==> src/rtl/um32_pkg.sv <==
// Shared types and constants for the UM32 register execute unit.
package um32_pkg;

    localparam int unsigned NUM_REGS   = 8;
    localparam int unsigned REG_IDX_W  = $clog2(NUM_REGS);
    localparam int unsigned WORD_W     = 32;
    localparam int unsigned IMM_W      = 25;
    localparam int unsigned CHAR_W     = 9;
    localparam int unsigned BYTE_W     = 8;
    localparam int unsigned OP_W       = 4;
    localparam int unsigned DIV_CNT_W  = $clog2(WORD_W);

    typedef enum logic [OP_W-1:0] {
        OP_CMOV    = 4'd0,
        OP_SEG_LD  = 4'd1,
        OP_SEG_ST  = 4'd2,
        OP_ADD     = 4'd3,
        OP_MUL     = 4'd4,
        OP_DIV     = 4'd5,
        OP_NAND    = 4'd6,
        OP_HALT    = 4'd7,
        OP_MAP     = 4'd8,
        OP_UNMAP   = 4'd9,
        OP_OUT     = 4'd10,
        OP_IN      = 4'd11,
        OP_LOADPRG = 4'd12,
        OP_LOADVAL = 4'd13
    } t_op;

    typedef enum logic [1:0] {
        ST_IDLE,
        ST_EXEC,
        ST_DIV,
        ST_DONE
    } t_state;

    // Commands from the controller to the datapath.
    typedef struct packed {
        logic load;
        logic exec;
        logic div_step;
        logic commit;
    } t_dp_cmd;

    // Status from the datapath to the controller.
    typedef struct packed {
        logic need_div;
        logic div_last;
    } t_dp_status;

endpackage

==> src/rtl/um32_dp.sv <==
// Datapath: register file, ALU, iterative divider, halt flag and result payload.
module um32_dp (
    input  logic                              i_clk,
    input  logic                              i_rst_n,
    input  um32_pkg::t_dp_cmd                 i_cmd,
    output um32_pkg::t_dp_status              o_status,
    input  logic [um32_pkg::OP_W-1:0]         i_action,
    input  logic [um32_pkg::REG_IDX_W-1:0]    i_reg_a,
    input  logic [um32_pkg::REG_IDX_W-1:0]    i_reg_b,
    input  logic [um32_pkg::REG_IDX_W-1:0]    i_reg_c,
    input  logic [um32_pkg::IMM_W-1:0]        i_immediate,
    input  logic [um32_pkg::CHAR_W-1:0]       i_input_char,
    output logic                              o_out_valid,
    output logic [um32_pkg::BYTE_W-1:0]       o_out_byte,
    output logic                              o_halted,
    output logic                              o_unsupported
);
    import um32_pkg::*;

    // Register file and per-entry valid bits; an entry never written reads as zero.
    logic [WORD_W-1:0]    r_mem [NUM_REGS];
    logic [NUM_REGS-1:0]  r_mem_vld;

    // Latched instruction and operands.
    t_op                  r_op;
    logic [REG_IDX_W-1:0] r_a;
    logic [REG_IDX_W-1:0] r_c;
    logic [IMM_W-1:0]     r_imm;
    logic [CHAR_W-1:0]    r_ch;
    logic [WORD_W-1:0]    r_vb;
    logic [WORD_W-1:0]    r_vc;

    // Staged write-back and result.
    logic [WORD_W-1:0]    r_wb_data, n_wb_data;
    logic                 r_wb_en, n_wb_en;
    logic [REG_IDX_W-1:0] r_wb_addr, n_wb_addr;
    logic                 r_res_out, n_res_out;
    logic [BYTE_W-1:0]    r_res_byte, n_res_byte;
    logic                 r_res_unsup, n_res_unsup;
    logic                 r_halt_set, n_halt_set;
    logic                 r_halt;

    // Restoring divider.
    logic [WORD_W-1:0]    r_rem;
    logic [WORD_W-1:0]    r_quo;
    logic [DIV_CNT_W-1:0] r_cnt;
    logic [WORD_W:0]      div_shift;
    logic [WORD_W:0]      div_diff;
    logic                 div_bit;
    logic [WORD_W-1:0]    mul_lo;

    assign div_shift = {r_rem, r_quo[WORD_W-1]};
    assign div_diff  = div_shift - {1'b0, r_vc};
    assign div_bit   = ~div_diff[WORD_W];
    assign mul_lo    = WORD_W'(r_vb * r_vc);

    assign o_status.need_div = (r_op == OP_DIV) && !r_halt && (r_vc != '0);
    assign o_status.div_last = (r_cnt == DIV_CNT_W'(WORD_W - 1));

    always_ff @(posedge i_clk) begin
        if (i_cmd.load) begin
            r_op  <= t_op'(i_action);
            r_a   <= i_reg_a;
            r_c   <= i_reg_c;
            r_imm <= i_immediate;
            r_ch  <= i_input_char;
            r_vb  <= r_mem_vld[i_reg_b] ? r_mem[i_reg_b] : '0;
            r_vc  <= r_mem_vld[i_reg_c] ? r_mem[i_reg_c] : '0;
        end
        if (i_cmd.commit && r_wb_en) begin
            r_mem[r_wb_addr] <= r_wb_data;
        end
    end

    always_comb begin
        n_wb_data   = '0;
        n_wb_en     = 1'b0;
        n_wb_addr   = r_a;
        n_res_out   = 1'b0;
        n_res_byte  = '0;
        n_res_unsup = 1'b0;
        n_halt_set  = 1'b0;
        if (!r_halt) begin
            case (r_op)
                OP_CMOV: begin
                    n_wb_data = r_vb;
                    n_wb_en   = (r_vc != '0);
                end
                OP_ADD: begin
                    n_wb_data = r_vb + r_vc;
                    n_wb_en   = 1'b1;
                end
                OP_MUL: begin
                    n_wb_data = mul_lo;
                    n_wb_en   = 1'b1;
                end
                OP_DIV: begin
                    // A zero divisor writes all ones; otherwise the divider fills this in.
                    n_wb_data = '1;
                    n_wb_en   = 1'b1;
                end
                OP_NAND: begin
                    n_wb_data = ~(r_vb & r_vc);
                    n_wb_en   = 1'b1;
                end
                OP_HALT: begin
                    n_halt_set = 1'b1;
                end
                OP_OUT: begin
                    n_res_out  = 1'b1;
                    n_res_byte = r_vc[BYTE_W-1:0];
                end
                OP_IN: begin
                    n_wb_addr = r_c;
                    n_wb_en   = 1'b1;
                    n_wb_data = r_ch[CHAR_W-1] ? '1 : WORD_W'(r_ch);
                end
                OP_LOADVAL: begin
                    n_wb_addr = r_c;
                    n_wb_en   = 1'b1;
                    n_wb_data = WORD_W'(r_imm);
                end
                default: begin
                    n_res_unsup = 1'b1;
                end
            endcase
        end
    end

    always_ff @(posedge i_clk) begin
        if (i_cmd.exec) begin
            r_wb_data   <= n_wb_data;
            r_wb_en     <= n_wb_en;
            r_wb_addr   <= n_wb_addr;
            r_res_out   <= n_res_out;
            r_res_byte  <= n_res_byte;
            r_res_unsup <= n_res_unsup;
            r_halt_set  <= n_halt_set;
            r_rem       <= '0;
            r_quo       <= r_vb;
            r_cnt       <= '0;
        end else if (i_cmd.div_step) begin
            r_rem <= div_bit ? div_diff[WORD_W-1:0] : div_shift[WORD_W-1:0];
            r_quo <= {r_quo[WORD_W-2:0], div_bit};
            r_cnt <= r_cnt + 1'b1;
            if (o_status.div_last) begin
                r_wb_data <= {r_quo[WORD_W-2:0], div_bit};
            end
        end
        if (i_cmd.commit) begin
            o_out_valid   <= r_res_out;
            o_out_byte    <= r_res_byte;
            o_unsupported <= r_res_unsup;
            o_halted      <= r_halt | r_halt_set;
        end
    end

    always_ff @(posedge i_clk) begin
        if (!i_rst_n) begin
            r_mem_vld <= '0;
            r_halt    <= 1'b0;
        end else if (i_cmd.commit) begin
            if (r_wb_en) begin
                r_mem_vld[r_wb_addr] <= 1'b1;
            end
            if (r_halt_set) begin
                r_halt <= 1'b1;
            end
        end
    end

endmodule

==> src/rtl/um32_ctrl.sv <==
// Controller: sequences accept, execute, divide and commit, and owns the output valid.
module um32_ctrl (
    input  logic                    i_clk,
    input  logic                    i_rst_n,
    input  logic                    i_valid,
    output logic                    o_ready,
    output logic                    o_valid,
    input  logic                    i_ready,
    output um32_pkg::t_dp_cmd       o_cmd,
    input  um32_pkg::t_dp_status    i_status
);
    import um32_pkg::*;

    t_state r_state, n_state;
    logic   r_res_valid, n_res_valid;
    logic   slot_free;

    assign slot_free = !r_res_valid || i_ready;
    assign o_valid   = r_res_valid;

    always_ff @(posedge i_clk) begin
        if (!i_rst_n) begin
            r_state     <= ST_IDLE;
            r_res_valid <= 1'b0;
        end else begin
            r_state     <= n_state;
            r_res_valid <= n_res_valid;
        end
    end

    always_comb begin
        n_state      = r_state;
        o_ready      = 1'b0;
        o_cmd        = '0;
        n_res_valid  = r_res_valid && !i_ready;
        case (r_state)
            ST_IDLE: begin
                o_ready    = 1'b1;
                o_cmd.load = i_valid;
                if (i_valid) begin
                    n_state = ST_EXEC;
                end
            end
            ST_EXEC: begin
                o_cmd.exec = 1'b1;
                n_state    = i_status.need_div ? ST_DIV : ST_DONE;
            end
            ST_DIV: begin
                o_cmd.div_step = 1'b1;
                if (i_status.div_last) begin
                    n_state = ST_DONE;
                end
            end
            ST_DONE: begin
                // The result waits here until the output register has room.
                if (slot_free) begin
                    o_cmd.commit = 1'b1;
                    n_res_valid  = 1'b1;
                    n_state      = ST_IDLE;
                end
            end
            default: begin
                n_state = ST_IDLE;
            end
        endcase
    end

endmodule

==> src/rtl/um32_register_execute_unit_core.sv <==
// Top level of the UM32 register execute unit.
//
// Usage: one decoded instruction is taken per input transaction (i_valid and
// o_ready high at a clock edge) and exactly one result transaction follows
// on the output channel (o_valid and i_ready high), carrying the output byte
// flag, the byte, the halt flag and the unsupported flag.
// After acceptance an instruction passes through the execute state and the done
// state, from which its result is committed to the output register; a division by
// a non-zero divisor runs the divide state in between, as the quotient comes from a
// restoring divider that resolves one bit per cycle. One instruction is in flight
// at a time, so the next is taken only once the previous result has left the done
// state, while that result may still wait in the output register.
// Reset (synchronous, active low) clears the register file to zero, the halt
// flag and all handshake state. When the receiver stalls, the finished result
// of the following instruction waits inside the block and no further
// instruction is taken until the output register drains.
module um32_register_execute_unit_core (
    input  logic                              i_clk,
    input  logic                              i_rst_n,
    input  logic                              i_valid,
    output logic                              o_ready,
    input  logic [um32_pkg::OP_W-1:0]         i_action,
    input  logic [um32_pkg::REG_IDX_W-1:0]    i_reg_a,
    input  logic [um32_pkg::REG_IDX_W-1:0]    i_reg_b,
    input  logic [um32_pkg::REG_IDX_W-1:0]    i_reg_c,
    input  logic [um32_pkg::IMM_W-1:0]        i_immediate,
    input  logic [um32_pkg::CHAR_W-1:0]       i_input_char,
    output logic                              o_valid,
    input  logic                              i_ready,
    output logic                              o_out_valid,
    output logic [um32_pkg::BYTE_W-1:0]       o_out_byte,
    output logic                              o_halted,
    output logic                              o_unsupported
);
    import um32_pkg::*;

    t_dp_cmd    cmd;
    t_dp_status status;

    um32_ctrl u_ctrl (
        .i_clk    (i_clk),
        .i_rst_n  (i_rst_n),
        .i_valid  (i_valid),
        .o_ready  (o_ready),
        .o_valid  (o_valid),
        .i_ready  (i_ready),
        .o_cmd    (cmd),
        .i_status (status)
    );

    um32_dp u_dp (
        .i_clk         (i_clk),
        .i_rst_n       (i_rst_n),
        .i_cmd         (cmd),
        .o_status      (status),
        .i_action      (i_action),
        .i_reg_a       (i_reg_a),
        .i_reg_b       (i_reg_b),
        .i_reg_c       (i_reg_c),
        .i_immediate   (i_immediate),
        .i_input_char  (i_input_char),
        .o_out_valid   (o_out_valid),
        .o_out_byte    (o_out_byte),
        .o_halted      (o_halted),
        .o_unsupported (o_unsupported)
    );

endmodule

==> config.mk <==
export PLATFORM = sky130hd
export DESIGN_NAME = um32_register_execute_unit_core
export DESIGN_NICKNAME = d
export VERILOG_FILES = /design/src/rtl/um32_pkg.sv /design/src/rtl/um32_dp.sv /design/src/rtl/um32_ctrl.sv /design/src/rtl/um32_register_execute_unit_core.sv
export SDC_FILE = /design/constraint.sdc
export NUM_CORES = 2
export LEC_CHECK = 0
export ABC_AREA = 1
export BUFFER_PORTS_ARGS = -buffer_cell sky130_fd_sc_hd__buf_4
export CAP_MARGIN = 15
export CELL_PAD_IN_SITES_DETAIL_PLACEMENT = 1
export CELL_PAD_IN_SITES_GLOBAL_PLACEMENT = 1
export CORE_MARGIN = 2
export CORE_UTILIZATION = 50
export DETAILED_ROUTE_END_ITERATION = 7
export GPL_TIMING_DRIVEN = 0
export PLACE_DENSITY_LB_ADDON = 0.1
export SYNTH_ARGS = -nofsm -noshare
export SYNTH_HDL_FRONTEND = slang
export SYNTH_SLANG_ARGS = --single-unit
export TNS_END_PERCENT = 5
==> constraint.sdc <==
create_clock -name i_clk -period 7.91 [get_ports i_clk]
set_input_delay 0.791 -clock i_clk [delete_from_list [all_inputs] [get_ports i_clk]]
set_output_delay 0.791 -clock i_clk [all_outputs]
set_load 0.01 [all_outputs]
* Word level (Yosys, flattened, before mapping)
Memories as Yosys holds them, arrays and structs flattened. A register that Yosys moved wholly into a read port is not among the register bits.
Cells that the tools add are included.
** Storage, ports and cells
- Bits in writable memories :: 256
- Input bits :: 51
- Latch bits :: 0
- Register bits :: 183
- Output and inout port bits :: 13
- Memories kept :: 1
- Bits in read-only memories :: 0
** Cells by class
- Bitwise logic cells :: 6
- Divide/modulo/power cells :: 0
- Shifts and indexed selects :: 0
- Multiplexer cells :: 36
- Multipliers :: 1
- Reduce and logical (&&, ||, !) cells :: 24
- Eq/ne operators :: 15
- $add $sub $neg :: 3
- $lt $le $gt $ge :: 4
** Memories
- u_dp.r_mem :: words 8, bits a word 32, rd ports 2, clocked after memory_dff 2, wr ports 1, RTL line um32_dp.sv:21 : logic [WORD_W-1:0] r_mem [NUM_REGS];
** Operator list (number)
- $mux W32 :: 8
- $pmux W32 S7 :: 1
- $sub A33 B32 Y33 :: 1
- $add A32 B32 Y32 :: 1
- $and A32 B32 Y32 :: 1
- $mul A32 B32 Y32 :: 1
- $not A32 Y32 :: 1
- $reduce_bool A32 Y1 :: 1
- $mux W1 :: 17
- $eq A4 B3 Y1 const B :: 4
- $eq A4 B4 Y1 const B :: 3
- $lt A3 B4 Y1 const B :: 3
- $reduce_or A9 Y1 :: 1
- $or A8 B8 Y8 :: 1
- $pmux W2 S4 :: 1
- $bmux W1 S3 :: 2
- $mux W2 :: 3
- $mux W3 :: 2
- $reduce_and A2 Y1 :: 3
- $reduce_or A6 Y1 :: 1
- $add A5 B1 Y5 const B :: 1
- $eq A5 B5 Y1 const B :: 1
- $logic_and A1 B1 Y1 :: 5
- $logic_not A1 Y1 :: 5
- other kinds (16) :: 21

* Depth between registers and ports, before layout
- Depth in word-level cells :: 7
- Gate-level depth with buffers :: 36
- Depth with buffers taken out :: 34

* Modules after synthesis
From an unflattened synthesis, not the netlist that was laid out.
** Second synthesis, totals
- Cells, all modules :: 5199
- Area total of the unflattened synthesis :: 42906.2 um2
** Modules (own cells, without submodules)
- um32_dp :: area each 42680.9 um2, seq. area each 14554.0 um2, times used 1, cells each 5166
- um32_ctrl :: area each 225.2 um2, seq. area each 60.1 um2, times used 1, cells each 33

* Least setup slack after synthesis
No wires, ideal clock.
- Kind :: reg2reg
- Start point :: reg u_dp.r_vc[2], read port of u_dp.r_mem
- End point :: reg u_dp.r_wb_data[30], data pin
- Cell stages (with the launch flop) :: 28
- Data arrival time :: 6.526 ns
- Setup slack :: 1.131 ns
- Cell sequence :: edfxtp_1 > clkbuf_1 > buf_1 > nand2_1 > fa_1 > inv_1 > fa_1 > inv_1 > fa_1 > inv_1 > fa_1 > fa_1 > inv_1 > fa_1 > inv_1 > fa_1 > fa_1 > ha_1 > inv_1 > nor3_1 > nand2_1 > o2111a_1 > nand2_1 > a21oi_1 > o21ai_0 > nand3_1 > nand2_1 > nand2_1
** On the way
- Longest elaborated chain between the ends :: 4
- Elaborated cells on any way between the ends :: 5
- Classes of those cells :: 1 x add/sub; 1 x mul; 3 x mux
** RTL lines
- start, declared :: RTL line um32_dp.sv:31 : logic [WORD_W-1:0] r_vc;
- $mul A32 B32 Y32 or $add A32 B32 Y32 (tied branches) :: RTL line um32_dp.sv:55, um32_dp.sv:90
- $pmux W32 S7 * :: RTL line um32_dp.sv:84 : case (r_op)
- $mux W32 * :: RTL line um32_dp.sv:83 : if (!r_halt) begin
- $mux W32 * :: RTL line um32_dp.sv:131 : if (i_cmd.exec) begin
- end signal, assigned :: RTL line um32_dp.sv:132 : r_wb_data <= n_wb_data;
- end signal, assigned :: RTL line um32_dp.sv:147 : r_wb_data <= {r_quo[WORD_W-2:0], div_bit};
- end, declared :: RTL line um32_dp.sv:34 : logic [WORD_W-1:0] r_wb_data, n_wb_data;
Mark *: on every way between the ends. The rest lies on a longest branch, timed or not.
A chain may end at the register's enable or synchronous reset.

* Worst setup path in the final report
- Start point :: reg u_dp.r_vb[23], read port of u_dp.r_mem
- End point :: reg u_dp.r_wb_data[31], data pin
** On the way
- Longest elaborated chain between the ends :: 4
- Elaborated cells on any way between the ends :: 5
- Classes of those cells :: 1 x add/sub; 1 x mul; 3 x mux
** RTL lines
- start, declared :: RTL line um32_dp.sv:30 : logic [WORD_W-1:0] r_vb;
- $mul A32 B32 Y32 or $add A32 B32 Y32 (tied branches) :: RTL line um32_dp.sv:55, um32_dp.sv:90
- $pmux W32 S7 * :: RTL line um32_dp.sv:84
- $mux W32 * :: RTL line um32_dp.sv:83
- $mux W32 * :: RTL line um32_dp.sv:131
Marks and branches as above.

==> summary.txt <==
Route
  • Wire per inst: 26.6 um
  • Met1 Wirelength: 62.9 mm
  • 1st-pass router iterations: 6
  • Highest Signal Layer: met5
  • Met3 Routed Length: 13.2 mm
  • DRC: 0
  • Post-DRT Antenna Nets: 0
  • Vias/cell: 5.84
  • Routed length on met2: 85.3 mm
  • Initial DRC Count: 3238
  • Routed wire length: 175 mm
  • Via count: 38414

STA
  • Hold WS: 305 ps
  • Max Fclk: 127 MHz
  • Final Cycle Share: 99.5%
  • Setup violators final: 0
  • Layout Skew: 44.7 ps
  • Hold Vio Cnt, Final: 0
  • Normalized max-slew margin: 22.3%
  • Slew at the pin with the worst max-slew slack: 1160 ps
  • Post-Route Setup TNS: 0 ps
  • Slew Limit Fails: 0
  • Period minus WS final: 7870 ps
  • RSZ-0062 raised after global routing: true

Global routing
  • Largest net degree at the start of global routing: 74
  • Vias in the first global route: 41128
  • Total grt overflow: 0
  • Initial antenna violation count: 4
  • First-pass GRT wire length: 257 mm
  • GRT Util Overall: 39.2%

Clock tree
  • Num CTS Buffers: 55
  • Cts hold-fix bufs: 0
  • TritonCTS Sinks: 503
  • Clock Tree Root: clkbuf_16
  • Clock slew at reported path FFs: 60 ps
  • Htree depth: 2
  • CTS tree: done
  • CTS max path bufs: 3
  • Worst skew pair latency: 660 ps

Finish
  • Fin cells: 6580
  • Final nets: 6042
  • Layout cells sized above 1: 6.63%
  • Most frequent cells in the layout: nand2_1, inv_1, o21ai_0
  • Commonest non-fill, non-tap cell in the layout: nand2_1
  • Synth-to-Final Area Change: 10.4%
  • Final Util: 55.8%

Worst setup path
  • Worst Setup End Kind: flip-flop
  • Worst Path Max Fanout: 10
  • Bufs and invs on worst path: 5
  • CP max stage delay: 660 ps
  • Worst path most repeated cell: fa_1
  • CP startpoint kind: flip-flop
  • Worst endpoint required time: 8300 ps
  • Critical Path AT: 8270 ps
  • Crit path max-delay family: adder cells
  • Slowest stage cell, crit path: clkbuf_1
  • WS Path Type: reg2reg

Worst hold path
  • Hold Crit Class: in2reg

Floorplan
  • Die Height: 298 um
  • Rows: 107
  • Number of top-level pins: 64
  • Die area: 88700 um^2
  • Die Wd: 298 um
  • Initial Util: 50.5%
  • Core area: 85400 um^2

Place
  • I/O Buffers: 61
  • Cells after DPL: 6462
  • Post-DP HPWL: 138 mm
  • Placer congestion estimate: 0.994

Yosys
  • Sequential fraction of the synthesis area: 33.9%
  • Synthesized Nets: 5894
  • Yosys warns: 0
  • Synth Cell Area: 43200 um^2
  • Mapped Avg Cell Area: 8.24 um^2
  • Post-synthesis register bit count: 503
  • Post-Synthesis Cells: 5240
  • Netlist cell types: 49

Outcome
  • Status: finished, final reports clean

Job
  • # Max-Cap Violations: 0
-- final timing paths --
kind	start	endpoint	slack (ps)	cells after the start
max	u_dp.r_vb[23]	u_dp.r_wb_data[31]	40	26
min	i_reg_a[0]	u_dp.r_a[0]	310	1
max reg2reg	u_dp.r_vb[23]	u_dp.r_wb_data[31]	40	26
min reg2reg	u_dp.r_res_unsup	u_dp.o_unsupported	420	0
-- cell families after synthesis --
kind of cell	after synthesis	synth area share [%]
compound gates	984	12.6
flops	503	33.9
buf+inv	1345	11.8
fa+ha+maj	603	24.6
mux	3	0.0783
simple gates	1760	16.1
xor+xnor	42	0.852
-- layout make-up --
class	count	area, um^2
fillers	10431	37800
multi-input cells	3392	23600
flip-flops and latches	503	14600
inverters	1084	4070
well taps	1144	1430
clock buffers	69	1430
plain buffers	260	1270
repair buffers	92	873
clock inverters	33	358
diodes	3	7.51
-- cells in the mapped netlist (all sizes together) --
cell type,number,area (um^2)
nand2,1264,4750
inv,1077,4050
o21ai,552,2780
edfxtp,454,13600
fa,410,8210
a21oi,304,1600
nor2,288,1080
clkbuf,215,807
ha,193,2410
nand3,121,611
dfxtp,49,981
buf,46,225
o211ai,31,333
nand4,28,175
nor3,26,130
xnor2,23,201
xor2,19,166
a221oi,17,149
nor4,12,75.1
o21bai,12,90.1
o22ai,12,75.1
a21o,11,82.6
or2,11,68.8
a31oi,10,62.6
o21a,10,75.1
o2111ai,9,78.8
a211oi,8,60.1
nand3b,8,60.1
clkinv,7,26.3
a21boi,3,26.3
mux2,3,33.8
and2,2,12.5
o31ai,2,15.0
a2111oi,1,8.76
o2111a,1,11.3
o311ai,1,8.76
-- worst reg2reg max path, cell delays in order (launching register included) --
cell      delay (ps)
edfxtp_1         460
clkbuf_1         660
nand2_1          230
fa_1             590
inv_1             60
fa_1             470
fa_1             520
inv_1             60
fa_1             490
inv_1             60
fa_1             480
fa_1             510
fa_1             610
fa_1             490
ha_1             360
inv_1            150
o21bai_1         130
a21oi_1          180
nor2_1            90
a211oi_1         230
nand2_1          110
nor2_2           270
nand2_1           90
nand3_1          100
nand3_1           90
nand2_1           60
nand2_1          100
-- repair_timing --
item                                    4_1_cts  5_1_grt
buffers inserted                              4       10
endpoints found under the hold margin         0        0
gates resized for setup                     130       95
endpoints found under the setup margin       21       15
-- metal layers --
layer | up-vias | track usage [%]
li1 | 16804 | -
met1 | 19239 | 44.8
met2 | 1757 | 67.3
met3 | 612 | 6.84
met4 | 2 | 26.8
met5 | - | 0
-- state kept, by name, summed over array words and instances (netlist names), 9 cells and up --
| signal | cells |
|---|---|
| u_dp.r_mem | 256 |
| u_dp.r_quo | 32 |
| u_dp.r_rem | 32 |
| u_dp.r_vb | 32 |
| u_dp.r_vc | 32 |
| u_dp.r_wb_data | 32 |
| u_dp.r_imm | 25 |
| u_dp.r_ch | 9 |
-- through the flow --
step | worst slack (ps) | cell area, um^2
after floorplan | 1130 | 43200
after global placement | -1290 | 45000
after detailed placement | -1250 | 45400
after CTS | -2.82 | 47400
after global routing | -52.7 | 47600
final | 37.0 | 47700
Power is left out: the tool's default activity adds up to more than one toggle a clock period on the data nets, which glitch-free logic cannot reach.
